==> config.mk <==
export PLATFORM = sky130hd
export DESIGN_NAME = joystick_axis_dead_zone_rescaler
export DESIGN_NICKNAME = d
export VERILOG_FILES = /design/src/jadzr_pkg.sv /design/src/joystick_axis_dead_zone_rescaler.sv /design/src/jadzr_datapath.sv /design/src/jadzr_control.sv
export SDC_FILE = /design/constraint.sdc
export NUM_CORES = 1
export LEC_CHECK = 0
export BUFFER_PORTS_ARGS = -buffer_cell sky130_fd_sc_hd__clkbuf_2
export CAP_MARGIN = 40
export CORE_ASPECT_RATIO = 0.8
export CORE_MARGIN = 3
export CORE_UTILIZATION = 60
export DETAILED_ROUTE_END_ITERATION = 12
export GPL_TIMING_DRIVEN = 0
export PLACE_DENSITY = 0.83
export SYNTH_ARGS = -nofsm -noshare
export SYNTH_HDL_FRONTEND = slang
export SYNTH_SLANG_ARGS = --single-unit
==> constraint.sdc <==
create_clock -name clock -period 6.9 [get_ports clock]
set_input_delay 0.69 -clock clock [delete_from_list [all_inputs] [get_ports clock]]
set_output_delay 0.69 -clock clock [all_outputs]
set_load 0.01 [all_outputs]
==> src/jadzr_pkg.sv <==
package jadzr_pkg;

   localparam int unsigned DeadZoneWidth = 15;
   localparam int unsigned AxisWidth = 8;
   localparam int unsigned ValueWidth = 16;
   localparam int unsigned CsrDataWidth = 16;
   localparam int unsigned DivSteps = 16;
   localparam int unsigned StepCountWidth = 4;

   localparam logic [DeadZoneWidth-1:0] DeadZoneReset = 15'd2000;
   localparam logic [AxisWidth-1:0] TriggerAxisReset = 8'd7;
   localparam logic [AxisWidth-1:0] RightYAxisReset = 8'd3;
   localparam logic [AxisWidth-1:0] RightXAxisReset = 8'd2;
   localparam logic [AxisWidth-1:0] LeftYAxisReset = 8'd1;

   localparam logic [DeadZoneWidth-1:0] DeadZoneFull = 15'd32767;
   localparam logic signed [ValueWidth-1:0] ValueMax = 16'sh7FFF;
   localparam logic [ValueWidth-1:0] NegOffset = 16'h8000;

   typedef enum logic [2:0] {
      CSR_DEAD_ZONE     = 3'd0,
      CSR_TRIGGER_AXIS  = 3'd1,
      CSR_RIGHT_Y_AXIS  = 3'd2,
      CSR_RIGHT_X_AXIS  = 3'd3,
      CSR_LEFT_Y_AXIS   = 3'd4
   } csr_index_type;

   typedef struct packed {
      logic [AxisWidth-1:0] axis_index;
      logic signed [ValueWidth-1:0] axis_value;
   } req_type;

   typedef struct packed {
      logic control_changed;
      logic signed [ValueWidth-1:0] trigger_out;
      logic signed [ValueWidth-1:0] right_x_out;
      logic signed [ValueWidth-1:0] right_y_out;
      logic left_y_active;
      logic signed [ValueWidth-1:0] left_y_out;
   } rsp_type;

   typedef struct packed {
      logic load;
      logic setup;
      logic step;
      logic finish;
   } cmd_type;

endpackage

==> src/joystick_axis_dead_zone_rescaler.sv <==
// Each item taken by the input transfer passes through one setup state, 16 divider
// steps and a finish state that writes back and registers the result; the finish waits
// until the output register is free. The shared radix-2 divider holds one item at a time.
// The next item is taken while the previous result still waits in its register.
// Synchronous active-high reset clears the axis registers to 0 and loads the
// default dead zone and axis numbers.
module joystick_axis_dead_zone_rescaler (
   input  logic                                clock,
   input  logic                                reset,
   input  logic                                req_valid,
   output logic                                req_ready,
   input  jadzr_pkg::req_type                  req_payload,
   output logic                                rsp_valid,
   input  logic                                rsp_ready,
   output jadzr_pkg::rsp_type                  rsp_payload,
   input  logic                                csr_valid,
   output logic                                csr_ready,
   input  logic [2:0]                          csr_index,
   input  logic [jadzr_pkg::CsrDataWidth-1:0]  csr_data
);

   jadzr_pkg::cmd_type cmd;

   assign csr_ready = 1'b1;

   jadzr_control u_control (
      .clock     (clock),
      .reset     (reset),
      .req_valid (req_valid),
      .req_ready (req_ready),
      .rsp_valid (rsp_valid),
      .rsp_ready (rsp_ready),
      .cmd       (cmd)
   );

   jadzr_datapath u_datapath (
      .clock       (clock),
      .reset       (reset),
      .csr_write   (csr_valid && csr_ready),
      .csr_index   (csr_index),
      .csr_data    (csr_data),
      .req_payload (req_payload),
      .cmd         (cmd),
      .rsp_payload (rsp_payload)
   );

endmodule

==> src/jadzr_datapath.sv <==
module jadzr_datapath (
   input  logic                                      clock,
   input  logic                                      reset,
   input  logic                                      csr_write,
   input  logic [2:0]                                csr_index,
   input  logic [jadzr_pkg::CsrDataWidth-1:0]        csr_data,
   input  jadzr_pkg::req_type                        req_payload,
   input  jadzr_pkg::cmd_type                        cmd,
   output jadzr_pkg::rsp_type                        rsp_payload
);

   typedef enum logic [1:0] {
      ROUTE_TRIGGER,
      ROUTE_RIGHT_Y,
      ROUTE_RIGHT_X,
      ROUTE_LEFT_Y
   } route_type;

   logic [jadzr_pkg::DeadZoneWidth-1:0] dead_zone_ff;
   logic [jadzr_pkg::AxisWidth-1:0] trigger_axis_ff;
   logic [jadzr_pkg::AxisWidth-1:0] right_y_axis_ff;
   logic [jadzr_pkg::AxisWidth-1:0] right_x_axis_ff;
   logic [jadzr_pkg::AxisWidth-1:0] left_y_axis_ff;

   logic signed [15:0] trigger_ff, trigger_in;
   logic signed [15:0] right_x_ff, right_x_in;
   logic signed [15:0] right_y_ff, right_y_in;
   logic signed [15:0] left_y_ff, left_y_in;

   jadzr_pkg::req_type event_ff;
   logic zero_ff, zero_in;
   logic special_ff, special_in;
   logic neg_ff;
   logic hit_ff, hit_in;
   route_type route_ff, route_in;
   logic [15:0] den_ff, den_in;
   logic [15:0] rem_ff, rem_in;
   logic [15:0] quo_ff, quo_in;
   jadzr_pkg::rsp_type rsp_ff, rsp_in;

   logic neg;
   logic [15:0] mag;
   logic [14:0] diff;
   logic [29:0] num;
   logic [16:0] trial;
   logic [15:0] result;
   logic changed;

   always_comb begin
      hit_in = 1'b1;
      route_in = ROUTE_LEFT_Y;
      if (event_ff.axis_index == trigger_axis_ff) begin
         route_in = ROUTE_TRIGGER;
      end else if (event_ff.axis_index == right_y_axis_ff) begin
         route_in = ROUTE_RIGHT_Y;
      end else if (event_ff.axis_index == right_x_axis_ff) begin
         route_in = ROUTE_RIGHT_X;
      end else if (event_ff.axis_index == left_y_axis_ff) begin
         route_in = ROUTE_LEFT_Y;
      end else begin
         hit_in = 1'b0;
      end
   end

   always_comb begin
      neg = event_ff.axis_value[15];
      mag = neg ? (16'd0 - event_ff.axis_value) : event_ff.axis_value;
      zero_in = mag < {1'b0, dead_zone_ff};
      special_in = !neg && (dead_zone_ff == jadzr_pkg::DeadZoneFull);
      diff = event_ff.axis_value[14:0] - dead_zone_ff;
      if (neg) begin
         num = {event_ff.axis_value[14:0], 15'd0};
         den_in = jadzr_pkg::NegOffset - {1'b0, dead_zone_ff};
      end else begin
         num = {diff, 15'd0} - {15'd0, diff};
         den_in = 16'h7FFF - {1'b0, dead_zone_ff};
      end
   end

   always_comb begin
      trial = {rem_ff, quo_ff[15]} - {1'b0, den_ff};
      rem_in = rem_ff;
      quo_in = quo_ff;
      if (cmd.setup) begin
         rem_in = {2'd0, num[29:16]};
         quo_in = num[15:0];
      end else if (cmd.step) begin
         rem_in = trial[16] ? {rem_ff[14:0], quo_ff[15]} : trial[15:0];
         quo_in = {quo_ff[14:0], !trial[16]};
      end
   end

   always_comb begin
      if (zero_ff) begin
         result = 16'd0;
      end else if (special_ff) begin
         result = jadzr_pkg::ValueMax;
      end else if (neg_ff) begin
         result = quo_ff + jadzr_pkg::NegOffset;
      end else begin
         result = quo_ff;
      end
      trigger_in = trigger_ff;
      right_x_in = right_x_ff;
      right_y_in = right_y_ff;
      left_y_in = left_y_ff;
      changed = 1'b0;
      if (hit_ff) begin
         case (route_ff)
            ROUTE_TRIGGER: begin
               trigger_in = result;
               changed = result != trigger_ff;
            end
            ROUTE_RIGHT_Y: begin
               right_y_in = result;
               changed = result != right_y_ff;
            end
            ROUTE_RIGHT_X: begin
               right_x_in = result;
               changed = result != right_x_ff;
            end
            default: begin
               left_y_in = result;
            end
         endcase
      end
      rsp_in.control_changed = changed;
      rsp_in.trigger_out = trigger_in;
      rsp_in.right_x_out = right_x_in;
      rsp_in.right_y_out = right_y_in;
      rsp_in.left_y_active = left_y_in != 16'sd0;
      rsp_in.left_y_out = left_y_in;
   end

   always_ff @(posedge clock) begin
      if (reset) begin
         dead_zone_ff <= jadzr_pkg::DeadZoneReset;
         trigger_axis_ff <= jadzr_pkg::TriggerAxisReset;
         right_y_axis_ff <= jadzr_pkg::RightYAxisReset;
         right_x_axis_ff <= jadzr_pkg::RightXAxisReset;
         left_y_axis_ff <= jadzr_pkg::LeftYAxisReset;
         trigger_ff <= 16'sd0;
         right_x_ff <= 16'sd0;
         right_y_ff <= 16'sd0;
         left_y_ff <= 16'sd0;
      end else begin
         if (csr_write) begin
            case (csr_index)
               jadzr_pkg::CSR_DEAD_ZONE: begin
                  dead_zone_ff <= csr_data[jadzr_pkg::DeadZoneWidth-1:0];
               end
               jadzr_pkg::CSR_TRIGGER_AXIS: begin
                  trigger_axis_ff <= csr_data[jadzr_pkg::AxisWidth-1:0];
               end
               jadzr_pkg::CSR_RIGHT_Y_AXIS: begin
                  right_y_axis_ff <= csr_data[jadzr_pkg::AxisWidth-1:0];
               end
               jadzr_pkg::CSR_RIGHT_X_AXIS: begin
                  right_x_axis_ff <= csr_data[jadzr_pkg::AxisWidth-1:0];
               end
               jadzr_pkg::CSR_LEFT_Y_AXIS: begin
                  left_y_axis_ff <= csr_data[jadzr_pkg::AxisWidth-1:0];
               end
               default: begin
               end
            endcase
         end
         if (cmd.finish) begin
            trigger_ff <= trigger_in;
            right_x_ff <= right_x_in;
            right_y_ff <= right_y_in;
            left_y_ff <= left_y_in;
         end
      end
   end

   always_ff @(posedge clock) begin
      if (cmd.load) begin
         event_ff <= req_payload;
      end
      if (cmd.setup) begin
         zero_ff <= zero_in;
         special_ff <= special_in;
         neg_ff <= neg;
         hit_ff <= hit_in;
         route_ff <= route_in;
         den_ff <= den_in;
      end
      rem_ff <= rem_in;
      quo_ff <= quo_in;
      if (cmd.finish) begin
         rsp_ff <= rsp_in;
      end
   end

   assign rsp_payload = rsp_ff;

endmodule

==> src/jadzr_control.sv <==
module jadzr_control (
   input  logic                 clock,
   input  logic                 reset,
   input  logic                 req_valid,
   output logic                 req_ready,
   output logic                 rsp_valid,
   input  logic                 rsp_ready,
   output jadzr_pkg::cmd_type   cmd
);

   typedef enum logic [1:0] {
      IDLE,
      SETUP,
      DIVIDE,
      FINISH
   } state_type;

   state_type state_ff;
   logic [jadzr_pkg::StepCountWidth-1:0] count_ff;
   logic req_ready_ff;
   logic rsp_valid_ff;
   logic out_free;

   assign out_free = !rsp_valid_ff || rsp_ready;

   always_comb begin
      cmd.load = req_valid && req_ready_ff;
      cmd.setup = state_ff == SETUP;
      cmd.step = state_ff == DIVIDE;
      cmd.finish = (state_ff == FINISH) && out_free;
   end

   always_ff @(posedge clock) begin
      if (reset) begin
         state_ff <= IDLE;
         count_ff <= '0;
         req_ready_ff <= 1'b0;
         rsp_valid_ff <= 1'b0;
      end else begin
         if (rsp_ready) begin
            rsp_valid_ff <= 1'b0;
         end
         case (state_ff)
            IDLE: begin
               req_ready_ff <= !req_valid || !req_ready_ff;
               if (req_valid && req_ready_ff) begin
                  state_ff <= SETUP;
               end
            end
            SETUP: begin
               count_ff <= '0;
               state_ff <= DIVIDE;
            end
            DIVIDE: begin
               count_ff <= count_ff + 1'b1;
               if (count_ff == jadzr_pkg::StepCountWidth'(jadzr_pkg::DivSteps - 1)) begin
                  state_ff <= FINISH;
               end
            end
            FINISH: begin
               if (out_free) begin
                  rsp_valid_ff <= 1'b1;
                  req_ready_ff <= 1'b1;
                  state_ff <= IDLE;
               end
            end
            default: begin
               state_ff <= IDLE;
            end
         endcase
      end
   end

   assign req_ready = req_ready_ff;
   assign rsp_valid = rsp_valid_ff;

`ifndef NO_ASSERTIONS
   a_ready_only_idle: assert property (@(posedge clock) disable iff (reset)
      req_ready_ff |-> state_ff == IDLE)
      else $error("input ready outside idle");
   a_accept_starts: assert property (@(posedge clock) disable iff (reset)
      (req_valid && req_ready_ff) |=> (state_ff == SETUP && !req_ready_ff))
      else $error("accepted transfer did not start work");
   a_finish_shows: assert property (@(posedge clock) disable iff (reset)
      cmd.finish |=> rsp_valid_ff)
      else $error("finished result not presented");
   a_divide_ends: assert property (@(posedge clock) disable iff (reset)
      (state_ff == DIVIDE && count_ff == jadzr_pkg::StepCountWidth'(jadzr_pkg::DivSteps - 1))
      |=> state_ff == FINISH)
      else $error("divider did not end after its last step");
`endif

endmodule

# Yosys cells after proc, flatten, opt, wreduce, memory -nomap -nowiden
# Cells that the tools add are included.
# Widths: inputs -> output; s select.
[totals]
inputBits = 48
wordCells = 120
reg_bits = 263
out_inout_bits = 69
[classes]
n_addsub = 8
n_lt_le_gt_ge = 1
muxes = 33
eq_ne = 21
reduce_logical = 26
[ops]
columns = ["op", "n"]
rows = [
  ["$mux 16", 16],
  ["$ne 16x16->1", 3],
  ["$eq 8x8->1", 4],
  ["$mux 30", 1],
  ["$sub 30x15->30", 1],
  ["$mux 14", 2],
  ["$sub 17x16->17", 1],
  ["$add 16x16->16 const B", 1],
  ["$lt 16x15->1", 1],
  ["$reduce_bool 16->1", 1],
  ["$sub 1x16->16 const A", 1],
  ["$sub 15x15->16 const A", 1],
  ["$sub 16x15->16 const A", 1],
  ["$eq 15x15->1 const B", 1],
  ["$sub 15x15->15", 1],
  ["$reduce_and 2->1", 6],
  ["$pmux 2 s4", 1],
  ["$pmux 4 s2", 1],
  ["$mux 1", 7],
  ["$eq 2x2->1 const B", 3],
  ["$eq 3x2->1 const B", 2],
  ["$mux 2", 3],
  ["$reduce_or 3->1", 2],
  ["$logic_not 1->1", 5],
  ["16 further kinds", 23],
]

# Longest topological paths before layout
# Gate-level depths: netlist of the first run.
[logic_depth]
depth_word = 7
depth_mapped = 15
ltp_nobuf = 14

# Cells and area by module
# Synthesis of the first run repeated with hierarchy kept, for this count alone.
[unflattened]
cells_unflattened = 1505
hier_area_um2 = 14084.8
[modules_own_cells]
columns = ["module", "seq_area_each_um2", "instances", "area_per_inst_um2", "cells_each"]
rows = [
  ["jadzr_datapath", 6526.3, 1, 13633.1, 1452],
  ["jadzr_control", 160.2, 1, 440.4, 51],
  ["joystick_axis_dead_zone_rescaler", 0.0, 1, 11.3, 2],
]

# Worst setup path after synthesis of the first run
# Ideal clock, no wire load.
[synth_path]
path_kind = "input to register"
startpoint = "in rsp_ready"
endpoint = "reg u_datapath.rsp_ff, in the netlist u_datapath.rsp_payload[0] (enable)"
path_slack_ns = 3.341
required_time_ns = 6.444
setup_ns = 0.456
arrival_time_ns = 3.103
path_buffers = 2
stages = 4
path_cell_list = "nor2b_1 nor2b_1 clkbuf_1 clkbuf_1"
[synth_rtl]
columns = ["element", "line_no", "rtl"]
rows = [
  ["start, declared", "joystick_axis_dead_zone_rescaler.sv:14", "input logic rsp_ready,"],
  ["end signal, assigned", "jadzr_datapath.sv:192", "rsp_ff <= rsp_in;"],
  ["end, declared", "jadzr_datapath.sv:39", "jadzr_pkg::rsp_type rsp_ff, rsp_in;"],
]

# Worst setup path after layout of the first run
[layout_path]
startpoint = "reg u_datapath.dead_zone_ff[0] (netlist bit)"
endpoint = "reg u_datapath.quo_ff[10], data pin"
[layout_via]
elab_chain_len = 4
[layout_lines]
columns = ["element", "line_no", "rtl"]
rows = [
  ["start, declared", "jadzr_datapath.sv:19", "logic [jadzr_pkg::DeadZoneWidth-1:0] dead_zone_ff;"],
  ["start signal, assigned", "jadzr_datapath.sv:137", "dead_zone_ff <= jadzr_pkg::DeadZoneReset;"],
  ["start signal, assigned", "jadzr_datapath.sv:150", "dead_zone_ff <= csr_data[jadzr_pkg::DeadZoneWidth-1:0];"],
  ["$sub 15x15->15", "jadzr_datapath.sv:70", "diff = event_ff.axis_value[14:0] - dead_zone_ff;"],
  ["$sub 30x15->30", "jadzr_datapath.sv:75", "num = {diff, 15'd0} - {15'd0, diff};"],
  ["$mux 30", "jadzr_datapath.sv:71", "if (neg) begin"],
  ["$mux 16", "jadzr_datapath.sv:84", "if (cmd.setup) begin"],
  ["named net u_datapath.quo_in[10]", "jadzr_datapath.sv:38", "logic [15:0] quo_ff, quo_in;"],
  ["end signal, assigned", "jadzr_datapath.sv:190", "quo_ff <= quo_in;"],
  ["end, declared", "jadzr_datapath.sv:38", ""],
]
# The timed path passes the listed nets, and every way through them passes these cells.
# A chain may end at the register's enable or synchronous reset.

==> impl_metrics.env, run 1 <==
export IMPL_top_layer="met4"
export IMPL_min_from="req_payload[2]"
export IMPL_cts_buffers_inserted=25
export IMPL_synth_most_common_cell="nand2_1"
export IMPL_slew_viol_final=0
export IMPL_dieArea_sq_mm=0.02537
export IMPL_wl_per_cell_microns=19.37
export IMPL_met1_length_microns=15920
export IMPL_initial_core_util_pct=61.95
export IMPL_synth_edf_count=142
export IMPL_synth_compound_area_share_pct=16.08
export IMPL_synthAdderAreaFrac_pct=5.345
export IMPL_syn_mean_instance_area_sq_um=9.515
export IMPL_die_y_microns=143.1
export IMPL_drt_initial_drc_count=1413
export IMPL_hpwl_microns=28330
export IMPL_row_count=49
export IMPL_skew_ns=0.01090
export IMPL_antenna_found_initial=0
export IMPL_hold_violations=0
export IMPL_dr_pass1_iters=6
export IMPL_post_route_min_period_ns=4.039
export IMPL_synth_xor_area_share_pct=6.722
export IMPL_reg2reg_slack_ns=2.86
export IMPL_port_buffers=113
export IMPL_drive_gt1_share_pct=11.25
export IMPL_synth_simple_area_share_pct=15.55
export IMPL_final_antenna_net_count=0
export IMPL_drt_total_wl_microns=37790
export IMPL_cts_sinks=263
export IMPL_route_met2_wl_microns=16810
export IMPL_hold_class="in -> reg"
export IMPL_peakVddDrop_v=0.0002330
export IMPL_seq_area_sq_mm=0.006686
export IMPL_post_cts_buffers=0
export IMPL_synth_top_family_by_area="compound AO/OA/AOI/OAI gates"
export IMPL_grt_ovfl_total=0
export IMPL_rsz0062_at_grt="false"
export IMPL_diodes=0
export IMPL_synth_seq_cells=263
export IMPL_finalCritPeriodShare_pct=58.54
export IMPL_rr_endpoint="u_datapath.quo_ff[10]$_DFFE_PP_"
export IMPL_max_freq_mhz=247.6
export IMPL_grt_pass1_vias=10970
export IMPL_gp_congestion=0.9928
export IMPL_core_area_sq_mm=0.02275
export IMPL_cts_resized_gates=0
export IMPL_synthCells=1481
export IMPL_setup_viol=0
export IMPL_cts_hold_buffers=0
export IMPL_maxCapViolations=0
export IMPL_maxSlewHeadroom_pct=37.43
export IMPL_synthMuxAreaShare_pct=4.493
export IMPL_r2r_start="u_datapath.dead_zone_ff[0]$_SDFFE_PP0P_"
export IMPL_remaining_drc_errors=0
export IMPL_wl_met3_microns=4078
export IMPL_setup_tns_ns=0
export IMPL_syn_nets=1588
export IMPL_nFillCells=1726
export IMPL_vias_per_cell=6.075
export IMPL_async_flop_share_pct=0
export IMPL_insertion_delay_ns=0.53
export IMPL_cts_max_path_buffers=3
export IMPL_fin_ws_ns=2.861
export IMPL_crit_required_ns=7.14
export IMPL_multi_input_area_sq_mm=0.006794
export IMPL_pwr_density_cell_mw_per_mm2=338.8
export IMPL_status="completed"
export IMPL_path_class="reg -> reg"
export IMPL_endpoint="u_datapath.quo_ff[10]$_DFFE_PP_"
export IMPL_synth_top_area_cell="edfxtp_1"
export IMPL_htreeDepth=1
export IMPL_ys_warn_count=0
export IMPL_grt_max_degree=64
export IMPL_path_clk_slew_ns=0.06
export IMPL_synth_common_cells="nand2_1, nor2_1, edfxtp_1"
export IMPL_synth_distinct_cells=78
export IMPL_synth_seq_area_share_pct=47.45
export IMPL_critical_path_arrival_ns=4.28
export IMPL_cp_startpoint="u_datapath.dead_zone_ff[0]$_SDFFE_PP0P_"
export IMPL_synth_area_sq_mm=0.01409
export IMPL_vias=11850
export IMPL_dpl_worst_slack_ns=2.993
export IMPL_r2r_cells=13
export IMPL_endpoint_kind="flop"
export IMPL_ioPinCount=117
export IMPL_grt_first_pass_wirelength_microns=58760
export IMPL_die_x_microns=177.3
export IMPL_ys_top_cells_by_area="edfxtp_1, dfxtp_1, ha_1"
export IMPL_track_usage_pct=29.18
export IMPL_layout_nets=1733
export IMPL_synth_top_area_share_pct=30.26
export IMPL_cts_tree="yes"
export IMPL_cp_start_kind="flop"
export IMPL_critPathMaxFanout=10
export IMPL_p_leak_nw=5.994
export IMPL_cts_root_buf="clkbuf_16"
export IMPL_worst_pin_slew_ns=0.9366
export IMPL_area_delta_synth_final_pct=12.97
export IMPL_ys_flop_type="edfxtp_1"
[worst min-delay path by stage]
stage                                                             to  slack [ns]  cells past startpoint
after global placement    u_datapath.right_x_axis_ff[5]$_SDFFE_PP0P_        0.45                      2
after floorplan                          u_datapath.neg_ff$_DFFE_PP_        0.42                      0
after global routing               u_datapath.event_ff[21]$_DFFE_PP_        0.32                      1
after CTS                           u_datapath.event_ff[2]$_DFFE_PP_        0.32                      1
final                               u_datapath.event_ff[2]$_DFFE_PP_        0.33                      1
after detailed placement  u_datapath.right_x_axis_ff[3]$_SDFFE_PP0P_        0.46                      2
[sequential cells by signal, indices dropped and copies added, names as in the netlist, 2 cells and up]
| name | count |
|---|---|
| u_datapath.rsp_payload | 66 |
| u_datapath.event_ff | 24 |
| u_datapath.den_ff | 16 |
| u_datapath.left_y_ff | 16 |
| u_datapath.quo_ff | 16 |
| u_datapath.rem_ff | 16 |
| u_datapath.right_x_ff | 16 |
| u_datapath.right_y_ff | 16 |
| u_datapath.trigger_ff | 16 |
| u_datapath.dead_zone_ff | 15 |
| u_datapath.left_y_axis_ff | 8 |
| u_datapath.right_x_axis_ff | 8 |
| u_datapath.right_y_axis_ff | 8 |
| u_datapath.trigger_axis_ff | 8 |
| u_control.count_ff | 4 |
| u_control.state_ff | 2 |
| u_datapath.route_ff | 2 |
[per-layer routing]
layer | up-vias | GRT usage (%)
met5 | - | 0
met4 | 0 | 7.848
met3 | 77 | 5.529
met2 | 648 | 45.30
met1 | 5567 | 42.33
li1 | 5561 | -
[critical path: stages (launching register included)]
cell,delay [ns]
dfxtp_1,0.52
ha_1,0.30
inv_1,0.07
fa_1,0.42
a211oi_2,0.30
nor2_1,0.14
xnor2_1,0.26
o2111ai_1,0.24
nor4b_1,0.41
buf_2,0.30
mux2i_1,0.21
nand2_1,0.08
xnor2_1,0.36
o22ai_1,0.14
[cells by family after synthesis]
family          count (synthesis)
simple gates                  492
compound gates                341
flops                         263
buf+inv                       156
xor+xnor                      106
mux                            63
fa+ha+maj                      59
other cells                     1
[cells in the final DEF, fill, tap and decap left out, drive strengths merged, types with 5 or more instances in the layout]
cell    count
nand3b      7
and3       10
o21ai      78
nand2     176
clkinv      7
buf        18
o31ai       6
a21oi      94
a21o        8
nor3       26
inv        88
o21bai     20
a211oi     34
ha         57
nand4      19
o31a        5
xor2       42
a22oi      16
o32ai       8
clkbuf    204
nor4       12
a31oi       7
xnor2      64
nand2b      7
mux2i      61
nor2b      13
edfxtp    142
o22ai      12
a211o       8
dfxtp     121
o21a       14
nor2      174
nand3      27
[power by group]
| part | internal [mW] | switching (mW) | leakage, nW |
|---|---|---|---|
| clock network | 0.714 | 0.582 | 0.373 |
| logic | 0.769 | 1.20 | 3.35 |
| registers | 1.96 | 0.163 | 2.27 |
| total | 3.44 | 1.95 | 5.99 |
[per-stage QoR]
step	hold WS (ns)	std cells	utilization, %	power [mW]	cell area, sq um
3_5_place_dp	0.4584	1905	66.60	4.065	15150
2_1_floorplan	0.4206	1481	-	3.498	14090
4_1_cts	0.3177	1951	69.99	5.359	15920
3_3_place_gp	0.4538	1900	66.12	3.966	15040
6_report	0.3314	1951	69.99	5.393	15920
5_1_grt	0.3225	1951	69.99	5.653	15920
[cell type report]
type | count | share of cell area, %
buffer | 71 | 1.855
clock buffer | 33 | 4.378
clock inverter | 13 | 0.4637
inverter | 85 | 2.004
multi-input combinational | 1062 | 42.68
sequential | 263 | 42.00
tap | 306 | 2.405
timing repair buffer | 118 | 4.213
Note: power is estimated with default switching activity, not from simulation.
==> inputs of run 2 (changes only) <==
Settings changed: ABC_AREA set to 1.
Clock period 6.9 ns to 4.1 ns, I/O delays scaled along.
==> impl_metrics.env, run 2 <==
export IMPL_status="completed"
export IMPL_die_x_microns=179.7
export IMPL_cts_buffers_inserted=26
export IMPL_synth_seq_cells=263
export IMPL_ioPinCount=117
export IMPL_p_leak_nw=7.401
export IMPL_cts_hold_buffers=0
export IMPL_setup_viol=0
export IMPL_post_cts_buffers=0
export IMPL_die_y_microns=145.0
export IMPL_layout_cells_most_common="nand2_1"
export IMPL_grt_pass1_vias=12060
export IMPL_grt_first_pass_wirelength_microns=62630
export IMPL_synth_distinct_cells=58
export IMPL_r2r_start="u_datapath.event_ff[0]$_DFFE_PP_"
export IMPL_maxCapViolations=0
export IMPL_remaining_drc_errors=0
export IMPL_met1_length_microns=17290
export IMPL_post_route_min_period_ns=3.283
export IMPL_slew_viol_final=0
export IMPL_route_met2_wl_microns=16950
export IMPL_rsz0062_at_grt="false"
export IMPL_final_util_pct=69.33
export IMPL_drive_gt1_share_pct=11.12
export IMPL_initial_core_util_pct=61.44
export IMPL_skew_ns=0.03095
export IMPL_synth_common_cells="nand2_1, inv_1, o21ai_0"
export IMPL_insertion_delay_ns=0.56
export IMPL_worst_pin_slew_ns=0.9171
export IMPL_area_delta_synth_final_pct=12.85
export IMPL_drt_total_wl_microns=39880
export IMPL_top_layer="met4"
export IMPL_syn_nets=1895
export IMPL_largest_reg_flops=66
export IMPL_layout_nets=2039
export IMPL_synth_most_common_cell="nand2_1"
export IMPL_vias_per_cell=5.670
export IMPL_post_place_cells=2216
export IMPL_dieArea_sq_mm=0.02606
export IMPL_grt_max_degree=53
export IMPL_cts_root_buf="clkbuf_16"
export IMPL_ys_flop_type="edfxtp_1"
export IMPL_synth_edf_count=142
export IMPL_dr_pass1_iters=7
export IMPL_row_count=50
export IMPL_synth_area_sq_mm=0.01449
export IMPL_synth_top_area_share_pct=29.43
export IMPL_port_buffers=113
export IMPL_async_flop_share_pct=0
export IMPL_ys_warn_count=0
export IMPL_antenna_found_initial=0
export IMPL_critical_path_arrival_ns=3.56
export IMPL_mostFrequentLayoutCells="nand2_1, inv_1, o21ai_0, a21oi_1, edfxtp_1"
export IMPL_diodes=0
export IMPL_wl_per_cell_microns=17.61
export IMPL_endpoint_kind="flop"
export IMPL_cts_sinks=263
export IMPL_final_antenna_net_count=0
export IMPL_max_freq_mhz=304.6
export IMPL_htreeDepth=1
export IMPL_crit_required_ns=4.38
export IMPL_gp_congestion=1.023
export IMPL_cts_tree="yes"
export IMPL_cp_start_kind="flop"
export IMPL_timing_hold_ws_ns=0.02078
export IMPL_vias=12840
export IMPL_peakVddDrop_v=0.0003640
export IMPL_path_class="reg -> reg"
export IMPL_maxSlewHeadroom_pct=38.39
export IMPL_syn_mean_instance_area_sq_um=8.104
export IMPL_hold_violations=0
export IMPL_pwr_density_cell_mw_per_mm2=565.5
export IMPL_track_usage_pct=29.59
export IMPL_drt_initial_drc_count=1372
export IMPL_wl_met3_microns=4534
export IMPL_path_clk_slew_ns=0.07
export IMPL_p_total_mw=9.247
export IMPL_hpwl_microns=30230
export IMPL_ys_top_cells_by_area="edfxtp_1, dfxtp_1, nand2_1"
export IMPL_cp_startpoint="u_datapath.event_ff[0]$_DFFE_PP_"
export IMPL_grt_ovfl_total=0
export IMPL_synthCells=1788
export IMPL_hold_class="in -> reg"
export IMPL_synth_top_area_cell="edfxtp_1"
export IMPL_critPathMaxFanout=6
export IMPL_synth_seq_area_share_pct=46.14
export IMPL_min_from="req_payload[3]"
export IMPL_core_area_sq_mm=0.02359
export IMPL_cts_resized_gates=0
export IMPL_cts_max_path_buffers=3
export IMPL_final_cells=2264
export IMPL_finalCritPeriodShare_pct=80.08
-- run 2: cell count changes after synthesis, sizes merged, moves of 40 or more --
cell,previous run,this run
inv,85,309
nand2,176,323
o21ai,78,218
mux2i,61,0
a21oi,94,154
nor2,174,120
nand3,27,74
xnor2,64,24
-- run 2: report_power, final --
group          switching (mW)  internal [mW]  leakage (nW)  total, mW
sequential              0.204           3.39          2.29       3.60
clock                    1.04           1.28         0.396       2.32
combinational            2.25           1.08          4.71       3.32
-- run 2: cells by family (layout without fill, tap and decap cells) --
logic type      Yosys count  in the layout  share of synthesized area, %
other cells               1              1                       0.02588
xor+xnor                 74             74                         4.525
flops                   263            263                         46.14
fa+ha+maj                59             59                         5.198
buf+inv                 376            540                         9.861
compound gates          433            433                         16.01
simple gates            582            582                         18.24
-- run 2: worst max-delay path: stages (launching register included) --
cell,delay (ns)
edfxtp_1,0.42
inv_1,0.11
ha_1,0.21
inv_1,0.14
fa_1,0.43
inv_1,0.12
ha_1,0.21
inv_1,0.10
nor2_2,0.19
nand3_4,0.13
nor2_4,0.17
nand2_4,0.12
nor2_8,0.13
nand3_4,0.12
nand3_1,0.09
nand2_1,0.06
o21ai_1,0.16
nand2_1,0.08
-- run 2: final timing paths --
check	to	slack, ns	depth (start not counted)
worst max-delay path	u_datapath.rem_ff[0]$_DFFE_PP_	0.82	17
worst min-delay path	u_datapath.event_ff[3]$_DFFE_PP_	0.02	1
worst max register to register	u_datapath.rem_ff[0]$_DFFE_PP_	0.82	17
worst min register to register	u_datapath.neg_ff$_DFFE_PP_	0.45	0
-- run 2: cell type report --
class,count,area (sq um)
fillers,1891,7233
flip-flops and latches,263,6686
multi-input cells,1149,6377
inverters,313,1176
clock buffers,35,704.4
repair buffers,116,635.6
well taps,312,390.4
plain buffers,63,254.0
clock inverters,13,127.6
-- run 2: stage by stage --
stage	setup slack [ns]	instance area (sq um)	TNS (ns)
6_report	0.8166	16350	0
5_1_grt	0.5976	16350	0
4_1_cts	0.8813	16350	0
3_5_place_dp	0.9284	15520	0
3_3_place_gp	-0.1536	15450	-9.394
2_1_floorplan	1.001	14490	0
-- run 2: routing by layer --
layer | global-route usage (%) | vias up
met2 | 44.47 | 628
met1 | 43.41 | 5932
met5 | 0 | -
met3 | 6.767 | 87
met4 | 7.654 | 0
li1 | - | 6190
==> inputs of run 3 (changes only) <==
Clock period 4.1 ns to 3.2 ns, I/O delays scaled along.
==> impl_metrics.env, run 3 (synthesis results as in run 2) <==
export IMPL_grt_first_pass_wirelength_microns=63680
export IMPL_largest_reg_flops=66
export IMPL_hpwl_microns=30230
export IMPL_cts_root_buf="clkbuf_16"
export IMPL_wl_per_cell_microns=17.70
export IMPL_drt_total_wl_microns=40670
export IMPL_htreeDepth=1
export IMPL_maxSlewHeadroom_pct=37.16
export IMPL_cp_top_family="simple AND/OR/NAND/NOR gates"
export IMPL_critPathMaxFanout=6
export IMPL_initial_core_util_pct=61.44
export IMPL_grt_max_degree=53
export IMPL_port_buffers=113
export IMPL_area_delta_synth_final_pct=15.24
export IMPL_critical_path_arrival_ns=3.35
export IMPL_endpoint_kind="flop"
export IMPL_remaining_drc_errors=0
export IMPL_core_area_sq_mm=0.02359
export IMPL_track_usage_pct=30.07
export IMPL_grt_ovfl_total=0
export IMPL_crit_required_ns=3.48
export IMPL_cp_start_kind="flop"
export IMPL_pwr_density_cell_mw_per_mm2=713.9
export IMPL_finalCritPeriodShare_pct=95.80
export IMPL_grt_pass1_vias=12320
export IMPL_layout_cells_most_common="nand2_1"
export IMPL_vias=13030
export IMPL_drt_initial_drc_count=1287
export IMPL_insertion_delay_ns=0.55
export IMPL_maxCapViolations=0
export IMPL_setup_viol=0
export IMPL_slew_viol_final=0
export IMPL_hold_violations=0
export IMPL_cts_buffers_inserted=26
export IMPL_cts_sinks=263
export IMPL_antenna_found_initial=0
export IMPL_status="completed"
export IMPL_mostFrequentLayoutCells="nand2_1, inv_1, o21ai_0, a21oi_1, edfxtp_1"
export IMPL_die_x_microns=179.7
export IMPL_cts_max_path_buffers=3
export IMPL_final_antenna_net_count=0
export IMPL_setup_tns_ns=0
export IMPL_path_class="reg -> reg"
export IMPL_drive_gt1_share_pct=11.88
export IMPL_p_leak_nw=7.550
export IMPL_crit_slowest_cell="fa_2"
export IMPL_worst_pin_slew_ns=0.9426
export IMPL_vias_per_cell=5.670
export IMPL_post_route_min_period_ns=3.066
export IMPL_row_count=50
export IMPL_dpl_worst_slack_ns=0.02842
export IMPL_path_clk_slew_ns=0.07
export IMPL_diodes=0
export IMPL_peakVddDrop_v=0.0004674
export IMPL_cts_tree="yes"
export IMPL_gp_congestion=1.023
export IMPL_rsz0062_at_grt="true"
export IMPL_p_total_mw=11.92
export IMPL_crit_buf_inv=4
export IMPL_skew_ns=0.02633
export IMPL_max_freq_mhz=326.2
export IMPL_hold_class="in -> reg"
export IMPL_dr_pass1_iters=5
export IMPL_crit_path_max_incr_delay_ns=0.44
export IMPL_ioPinCount=117
export IMPL_cp_cell_sequence="inv_1 -> ha_1 -> inv_2 -> fa_2 -> inv_2 -> ha_2 -> inv_1 -> nor2_4 -> nand3_4 -> nor2_4 -> nand2_4 -> nor2_8 -> nand3_4 -> nand3_1 -> nand2_1 -> o21ai_1 -> nand2_1"
export IMPL_timing_hold_ws_ns=0.02462
export IMPL_fin_ws_ns=0.1343
export IMPL_die_y_microns=145.0
export IMPL_layout_nets=2073
export IMPL_nFillCells=1845
export IMPL_dieArea_sq_mm=0.02606
[run 3: tightest hold or removal path: stages]
cell      delay, ns
clkbuf_2       0.10
nand2_1        0.05
o211ai_1       0.06
[run 3: per-layer routing]
layer	GRT usage [%]	vias up	wire [microns]
li1	-	6265	-
met1	43.12	6029	17270
met2	45.63	654	17600
met3	7.644	81	4723
met4	8.079	0	1073
met5	0	-	0
[run 3: what timing repair did]
item,in CTS,in global routing
endpoints found under the hold margin,25,0
hold buffers,25,0
resized for setup,0,11
pin swaps,0,3
endpoints found under the setup margin,5,18
setup buffers,1,8
[run 3: path summary, 6_finish.rpt]
path / start / to / slack (ns) / depth (start not counted)
setup reg to reg: u_datapath.event_ff[0]$_DFFE_PP_ / u_datapath.rem_ff[0]$_DFFE_PP_ / 0.13 / 17
setup / recovery: u_datapath.event_ff[0]$_DFFE_PP_ / u_datapath.rem_ff[0]$_DFFE_PP_ / 0.13 / 17
hold / removal: csr_data[10] / u_datapath.dead_zone_ff[10]$_SDFFE_PP1P_ / 0.02 / 3
hold reg to reg: u_datapath.event_ff[15]$_DFFE_PP_ / u_datapath.neg_ff$_DFFE_PP_ / 0.45 / 0
[run 3: metrics by stage]
stage | instance area [sq um] | instances | utilization (%)
after floorplan | 14490 | 1788 | -
after global placement | 15450 | 2213 | 65.49
after detailed placement | 15520 | 2216 | 65.80
after CTS | 16610 | 2290 | 70.42
after global routing | 16700 | 2298 | 70.80
final | 16700 | 2298 | 70.80
[run 3: report_power, final]
group	internal (mW)	total (mW)	leakage [nW]	switching [mW]
logic	1.42	4.33	4.86	2.91
clock network	1.65	2.99	0.396	1.34
registers	4.35	4.60	2.29	0.254
[run 3: layout make-up]
cell class                 instances  area [sq um]  area share, %
sequential                       263          6686          40.04
buffer                            63         254.0          1.521
clock inverter                    13         127.6         0.7643
clock buffer                      35         704.4          4.218
inverter                         313          1180          7.066
timing repair buffer             150         953.4          5.710
multi-input combinational       1149          6402          38.34
tap                              312         390.4          2.338
